## src/rtl/cfa_pkg.sv

```systemverilog
// ----------------------------------------------------------------------------
// cfa_pkg: shared types, codes and helpers for the calendar field adjuster
// Field selector codes, clock chip register addresses, the request and
// result records, and the small arithmetic helpers (BCD, month length, range step).
// ----------------------------------------------------------------------------
package cfa_pkg;

  // Device write address, opens every write sequence
  localparam logic [7:0] DevWriteAddr = 8'hD0;

  // Field selector codes
  typedef enum logic [2:0] {
    SEL_NONE    = 3'd0,
    SEL_DATE    = 3'd1,
    SEL_MONTH   = 3'd2,
    SEL_YEAR    = 3'd3,
    SEL_WEEKDAY = 3'd4,
    SEL_HOUR    = 3'd5,
    SEL_MINUTE  = 3'd6,
    SEL_SECOND  = 3'd7
  } field_sel_e;

  // Clock chip register addresses
  localparam logic [2:0] RegSecond  = 3'd0;
  localparam logic [2:0] RegMinute  = 3'd1;
  localparam logic [2:0] RegHour    = 3'd2;
  localparam logic [2:0] RegWeekday = 3'd3;
  localparam logic [2:0] RegDate    = 3'd4;
  localparam logic [2:0] RegMonth   = 3'd5;
  localparam logic [2:0] RegYear    = 3'd6;

  // Field limits
  localparam logic [6:0] MaxYear    = 7'd99;
  localparam logic [6:0] MaxMonth   = 7'd12;
  localparam logic [6:0] MaxWeekday = 7'd7;
  localparam logic [6:0] MaxHour    = 7'd23;
  localparam logic [6:0] MaxMinute  = 7'd59;
  localparam logic [6:0] SecondDown = 7'd30;

  localparam int unsigned InDataW = 40;

  // One request as packed on the input stream
  typedef struct packed {
    logic [6:0] cur_year;
    logic [3:0] cur_month;
    logic [4:0] cur_date;
    logic [2:0] cur_weekday;
    logic [4:0] cur_hour;
    logic [5:0] cur_minute;
    logic       go_up;
    logic [2:0] field_select;
  } cfa_req_t;

  // Computed write sequence for one request
  typedef struct packed {
    logic       addr_only;
    logic [2:0] reg_addr;
    logic [7:0] bcd_val;
  } cfa_res_t;

  // Packed BCD of a value below 100; tens digit by reciprocal multiply
  function automatic logic [7:0] to_bcd(input logic [6:0] v);
    logic [17:0] prod;
    logic [3:0]  tens;
    logic [6:0]  units;
    prod  = 18'(v) * 18'd205;
    tens  = prod[14:11];
    units = v - 7'(tens * 4'd10);
    return {tens, units[3:0]};
  endfunction

  // Days in a month; out of range months count as 31 days
  function automatic logic [6:0] month_length(input logic [3:0] month,
                                              input logic [6:0] year);
    logic [6:0] len;
    len = 7'd31;
    if (month == 4'd2) begin
      len = (year[1:0] == 2'b00) ? 7'd29 : 7'd28;
    end else if (month == 4'd4 || month == 4'd6 || month == 4'd9 ||
                 month == 4'd11) begin
      len = 7'd30;
    end
    return len;
  endfunction

  // Step inside lo..hi with wraparound
  function automatic logic [6:0] step_range(input logic [6:0] v,
                                            input logic       up,
                                            input logic [6:0] lo,
                                            input logic [6:0] hi,
                                            input logic [6:0] up_wrap);
    logic [6:0] r;
    if (up) begin
      r = (v < hi) ? v + 7'd1 : up_wrap;
    end else begin
      r = (v > lo) ? v - 7'd1 : hi;
    end
    return r;
  endfunction

endpackage

```

## src/rtl/calendar_field_adjust.sv

```systemverilog
// ----------------------------------------------------------------------------
// calendar_field_adjust: clock chip calendar field step, write sequencer
// Steps one calendar field and emits the write bytes: device address,
// register address, new value in BCD.
//
//   channel   dir  tdata                        tuser        tlast
//   s_axis    in   request fields (40 bits)     -            -
//   m_axis    out  bus_byte (8 bits)            first_byte   last_byte
//
// A request passes an input register, then the step logic, then the result
// register, from which the bytes leave one per cycle unless m_axis stalls. A
// request with a field selected yields three transfers, one with no field
// selected yields one, so without stalls address-only requests go out one
// per cycle; the single output byte per cycle sets the request rate.
// Reset empties both registers. A stall on m_axis holds the current byte;
// the next request is taken while the previous one is still being sent.
// ----------------------------------------------------------------------------
module calendar_field_adjust (
  input  logic                          clk_i,
  input  logic                          rst_ni,
  // {cur_year, cur_month, cur_date, cur_weekday, cur_hour, cur_minute,
  //  go_up, field_select} from bit 0 up: field_select[2:0], go_up[3],
  //  cur_minute[9:4], cur_hour[14:10], cur_weekday[17:15], cur_date[22:18],
  //  cur_month[26:23], cur_year[33:27], zero fill [39:34]
  input  logic [cfa_pkg::InDataW-1:0]   s_axis_tdata_i,
  input  logic                          s_axis_tvalid_i,
  output logic                          s_axis_tready_o,
  // bus_byte[7:0]
  output logic [7:0]                    m_axis_tdata_o,
  // first_byte[0]
  output logic                          m_axis_tuser_o,
  output logic                          m_axis_tlast_o,
  output logic                          m_axis_tvalid_o,
  input  logic                          m_axis_tready_i
);
  import cfa_pkg::*;

  typedef enum logic [1:0] {
    BYTE_DEV = 2'd0,
    BYTE_REG = 2'd1,
    BYTE_VAL = 2'd2
  } byte_pos_e;

  logic      in_valid_q;
  cfa_req_t  in_q;
  logic      res_valid_q;
  cfa_res_t  res_q;
  cfa_res_t  res_d;
  byte_pos_e pos_q;

  logic out_xfer;
  logic out_last;
  logic res_free;
  logic in_move;
  logic in_xfer;

  // Handshake control
  assign out_xfer = res_valid_q & m_axis_tready_i;
  assign out_last = res_q.addr_only ? (pos_q == BYTE_DEV) : (pos_q == BYTE_VAL);
  assign res_free = ~res_valid_q | (out_xfer & out_last);
  assign in_move  = in_valid_q & res_free;
  assign in_xfer  = s_axis_tvalid_i & s_axis_tready_o;

  assign s_axis_tready_o = ~in_valid_q | res_free;

  // Step logic between input and result registers
  cfa_step u_step (
    .req_i (in_q),
    .res_o (res_d)
  );

  // Input register
  always_ff @(posedge clk_i or negedge rst_ni) begin
    if (!rst_ni) begin
      in_valid_q <= 1'b0;
    end else if (s_axis_tready_o) begin
      in_valid_q <= s_axis_tvalid_i;
    end
  end

  always_ff @(posedge clk_i) begin
    if (in_xfer) begin
      in_q <= cfa_req_t'(s_axis_tdata_i[$bits(cfa_req_t)-1:0]);
    end
  end

  // Result register and byte position
  always_ff @(posedge clk_i or negedge rst_ni) begin
    if (!rst_ni) begin
      res_valid_q <= 1'b0;
      pos_q       <= BYTE_DEV;
    end else begin
      if (res_free) begin
        res_valid_q <= in_valid_q;
        pos_q       <= BYTE_DEV;
      end else if (out_xfer) begin
        case (pos_q)
          BYTE_DEV: pos_q <= BYTE_REG;
          BYTE_REG: pos_q <= BYTE_VAL;
          default:  pos_q <= BYTE_DEV;
        endcase
      end
    end
  end

  always_ff @(posedge clk_i) begin
    if (in_move) begin
      res_q <= res_d;
    end
  end

  // Output byte select
  always_comb begin
    case (pos_q)
      BYTE_DEV: m_axis_tdata_o = DevWriteAddr;
      BYTE_REG: m_axis_tdata_o = {5'b0, res_q.reg_addr};
      BYTE_VAL: m_axis_tdata_o = res_q.bcd_val;
      default:  m_axis_tdata_o = '0;
    endcase
  end

  assign m_axis_tvalid_o = res_valid_q;
  assign m_axis_tuser_o  = (pos_q == BYTE_DEV);
  assign m_axis_tlast_o  = out_last;

endmodule

```

## src/rtl/cfa_step.sv

```systemverilog
// ----------------------------------------------------------------------------
// cfa_step: field step and BCD encode
// Picks the selected field, steps it up or down with wraparound (seconds go to
// 0 or 30) and returns the register address and the new value in packed BCD.
// ----------------------------------------------------------------------------
module cfa_step (
  input  cfa_pkg::cfa_req_t req_i,
  output cfa_pkg::cfa_res_t res_o
);
  import cfa_pkg::*;

  logic [6:0] new_val;
  logic [6:0] date_len;

  assign date_len = month_length(req_i.cur_month, req_i.cur_year);

  // Select and step the field, then encode the new value
  always_comb begin
    res_o.addr_only = 1'b0;
    res_o.reg_addr  = RegSecond;
    new_val         = '0;
    case (field_sel_e'(req_i.field_select))
      SEL_DATE: begin
        res_o.reg_addr = RegDate;
        new_val = step_range(7'(req_i.cur_date), req_i.go_up, 7'd1, date_len, 7'd1);
      end
      SEL_MONTH: begin
        res_o.reg_addr = RegMonth;
        new_val = step_range(7'(req_i.cur_month), req_i.go_up, 7'd1, MaxMonth, 7'd1);
      end
      SEL_YEAR: begin
        res_o.reg_addr = RegYear;
        new_val = step_range(req_i.cur_year, req_i.go_up, 7'd1, MaxYear, 7'd1);
      end
      SEL_WEEKDAY: begin
        res_o.reg_addr = RegWeekday;
        new_val = step_range(7'(req_i.cur_weekday), req_i.go_up, 7'd1, MaxWeekday,
                             7'd1);
      end
      SEL_HOUR: begin
        res_o.reg_addr = RegHour;
        new_val = step_range(7'(req_i.cur_hour), req_i.go_up, 7'd0, MaxHour, 7'd0);
      end
      SEL_MINUTE: begin
        res_o.reg_addr = RegMinute;
        new_val = step_range(7'(req_i.cur_minute), req_i.go_up, 7'd0, MaxMinute,
                             7'd0);
      end
      SEL_SECOND: begin
        res_o.reg_addr = RegSecond;
        new_val = req_i.go_up ? 7'd0 : SecondDown;
      end
      default: begin
        res_o.addr_only = 1'b1;
      end
    endcase
    res_o.bcd_val = to_bcd(new_val);
  end

endmodule

```

## config.mk

```make
export PLATFORM = sky130hd
export DESIGN_NAME = calendar_field_adjust
export DESIGN_NICKNAME = d
export VERILOG_FILES = /design/src/rtl/cfa_pkg.sv /design/src/rtl/calendar_field_adjust.sv /design/src/rtl/cfa_step.sv
export SDC_FILE = /design/constraint.sdc
export NUM_CORES = 1
export LEC_CHECK = 0
export CAP_MARGIN = 20
export CORE_MARGIN = 4
export CORE_UTILIZATION = 37
export DETAILED_ROUTE_END_ITERATION = 8
export DONT_BUFFER_PORTS = 1
export GPL_ROUTABILITY_DRIVEN = 1
export PLACE_DENSITY = 0.57
export REMOVE_ABC_BUFFERS = 1
export SETUP_SLACK_MARGIN = 0.1
export SLEW_MARGIN = 20
export SYNTH_ARGS = -nofsm -noshare
export SYNTH_HDL_FRONTEND = slang
export SYNTH_SLANG_ARGS = --single-unit
export TNS_END_PERCENT = 30
```

## constraint.sdc

```tcl
create_clock -name clk_i -period 7.6 [get_ports clk_i]
set_input_delay 0.76 -clock clk_i [delete_from_list [all_inputs] [get_ports clk_i]]
set_output_delay 0.76 -clock clk_i [all_outputs]
set_load 0.02 [all_outputs]
```

==> impl_metrics.tcl <==
set metrics [dict create \
    outcome "finished clean" \
    gp_congestion 0.859 \
    die_y_um 118 \
    nets 586 \
    initial_core_util_pct 37.8 \
    finalMaxSlewViolations 0 \
    path_class "flip-flop to flip-flop" \
    netSwitchingFraction_pct 44.1 \
    syn_area_mm2 0.00452 \
    tightest_slew_ns 0.811 \
    final_area_mm2 0.00492 \
    crit_fanout 7 \
    dr.first_iter.drc_count 176 \
    power.leakage_nw 2.08 \
    crit_slowest_cell "fa_1" \
    drc 0 \
    cts_sinks 50 \
    cp-end-kind "flip-flop" \
    power_density_mw_per_mm2 410 \
    overflow 0 \
    htree_levels 2 \
    irDropWorstVdd_mv 0.158 \
    p_int_mw 1.13 \
    postRouteAntennaNets 0 \
    drtPass1Iterations 5 \
    yosysSeqAreaShare_pct 32.8 \
    clkPwrFrac_pct 13.3 \
    grtUsageTotal_pct 15.0 \
    switchingPower_mw 0.891 \
    drive_gt1_share_pct 9.71 \
    yosys_warnings 0 \
    final_common_cell "inv_1" \
    yosysTopAreaCellShare_pct 30.6 \
    synth_flop_cell "edfxtp_1" \
    cap_viol_max_count 0 \
    synthTopCellsByArea "edfxtp_1 (31%), ha_1 (14%), inv_1 (4.2%), fa_1 (4.0%), a21oi_1 (3.2%)" \
    start_kind "flip-flop" \
    die_w_um 118 \
    clockRootBuffer "clkbuf_16" \
    setup_tns_ns 0 \
    grt_max_degree 35 \
    setup_viol 0 \
    antenna_found_initial 0 \
    fin_ws_ns 0.375 \
    routed_wl_um 10400 \
    combinationalPowerShare_pct 61.1 \
    clk_pin_slew_ns 0.07 \
    core_mm2 0.0120 \
    period_share_pct 95.1 \
    maxSlewHeadroom_pct 45.9 \
    final_cell_mix "inv_1 (51), ha_1 (50), edfxtp_1 (46)" \
    pin_count 56 \
    yosysTopAreaCell "edfxtp_1" \
    synth_seq_cells 50 \
    async_reset_ff_share_pct 8.00 \
    hold_path_class "input port to asynchronous set/reset pin" \
    fillerInstances 1154 \
    critical_path_required_ns 7.65 \
    die_area_mm2 0.0140 \
    vias 3542 \
    numCtsBuffers 5 \
    crit_path_max_incr_delay_ns 0.50 \
    rows 40 \
    drt-vias-per-instance 5.61 \
    syn_inst 483 \
    max_freq_ghz 0.138 \
    cts_buffer_depth 2 \
    report.final.hold_viol_count 0 \
    grt_pass1_wl_um 17100 \
    routedWlPerCell_um 16.6 \
    synth_edf_count 46 \
    pwr-share-seq_pct 25.5 \
    io_buffers 0 \
    cp.arrival_ns 7.27 \
    grt_pass1_vias 3472 \
    area_growth_syn_to_layout_pct 9.00 \
    postCtsHoldBufs 0 \
    avgSynthCellArea_um2 9.35 \
    dp_hpwl_um 8250 \
    post-place-ws_ns 0.271 \
    worst_path_most_repeated_cell "ha_1" \
    synth.distinct_cells 69 \
    cts_tree "built" \
    final.min_clock_period_ns 7.22 \
    skew_ns 0.00740 \
    clk_latency_ns 0.30 \
    post_dp_cell_area_mm2 0.00469 \
    rsz0062_at_grt "false" \
    total_power_mw 2.02 \
    diodes 0 \
]
## cell usage after synthesis, types with 2 or more instances
cell type  number
inv_1          51
edfxtp_1       46
o311a_1         2
a221o_1         2
a22o_1          3
o311ai_0        2
a211o_1         3
buf_4           2
o22ai_1         4
nand4_1         9
fa_1            9
dfrtp_1         4
nor2_1         38
nor3b_1         4
nand2b_1       12
mux2i_1         4
o21a_1          2
a311o_1         2
a31oi_1         7
a2111oi_0       2
nor2b_1         7
xor2_1         14
or3b_2          3
o32ai_1         2
xnor2_1        12
nand2_1        25
a21oi_1        29
nor4b_1         2
o21bai_1        2
or2_2           5
clkbuf_1       16
o31ai_1         4
and2_1          6
buf_6           2
nand3b_1        3
ha_1           50
o211ai_1        5
a22oi_1         2
o21ai_0        19
a211oi_1        4
nor3_1         17
a21o_1          3
and3_1          4
nand3_1        13
nor4_1          2
## per-stage QoR
step                      cells  hold slack, ns  util, %
final                       631           0.147     41.2
after global routing        631           0.124     41.2
after CTS                   629           0.132     40.7
after detailed placement    621           0.465     39.2
after global placement      621           0.462     39.2
after floorplan             462           0.449        -
## layer usage
layer,vias up,global-route usage (%),wire (um)
met1,1667,19.1,4580
met5,-,0,0
met4,0,4.85,216
met3,18,3.59,548
li1,1746,-,-
met2,111,25.0,5100
## state kept, by name, summed over array words and instances (netlist names)
signal,flops
in_q,34
in_valid_q,1
m_axis_tvalid_o,1
pos_q,2
res_q,12
## path summary, 6_finish.rpt
path / startpoint / end / slack [ns] / cells after the start
max: in_q[23] / res_q[3] / 0.38 / 28
max in group asynchronous: rst_ni / pos_q[0] / 7.39 / 0
max reg2reg: in_q[23] / res_q[3] / 0.38 / 28
min reg2reg: in_valid_q / m_axis_tvalid_o / 0.48 / 1
min: rst_ni / pos_q[1] / 0.15 / 0
min in group clk_i: in_valid_q / m_axis_tvalid_o / 0.48 / 1
## power groups by stage
stage / Clock, mW / Sequential [mW] / Combinational, mW
5_1_grt: 0.294 / 0.532 / 1.42
3_5_place_dp: 0 / 0.521 / 1.23
6_report: 0.269 / 0.516 / 1.24
3_3_place_gp: 0 / 0.518 / 1.19
2_1_floorplan: 0 / 0.508 / 0.918
4_1_cts: 0.281 / 0.515 / 1.24
## layout make-up
type | count | area [um2] | share of cell area (%)
clock buffers | 6 | 139 | 2.82
repair buffers | 14 | 105 | 2.13
inverters | 52 | 195 | 3.96
flip-flops and latches | 50 | 1480 | 30.1
clock inverters | 2 | 38.8 | 0.788
well taps | 147 | 184 | 3.74
multi-input cells | 360 | 2780 | 56.5
## logic make-up after synthesis
logic type	share of synthesized area, %
AO/OA/AOI/OAI	16.8
XOR/XNOR	6.07
adder cells (fa/ha/maj)	17.8
buffers and inverters	6.59
flip-flops	32.8
multiplexers	1.14
AND/OR/NAND/NOR	18.8
## timing repair
item | in CTS | in global routing
gates resized for setup | 0 | 7
endpoints found under the setup margin | 0 | 1
buffers inserted | 0 | 2
## worst max-delay path: cells and delay by family (launching register included)
| kind | cells | cell delay [ns] |
|---|---|---|
| adders and majority gates | 8 | 2.61 |
| buffers and inverters | 5 | 0.43 |
| and+or+nand+nor | 4 | 0.77 |
| xor gates and xnor gates | 2 | 0.63 |
| AOI/OAI and AO/OA | 8 | 1.86 |
| muxes | 1 | 0.29 |
| DFF | 1 | 0.38 |
Power figures use the tool's default switching activity.
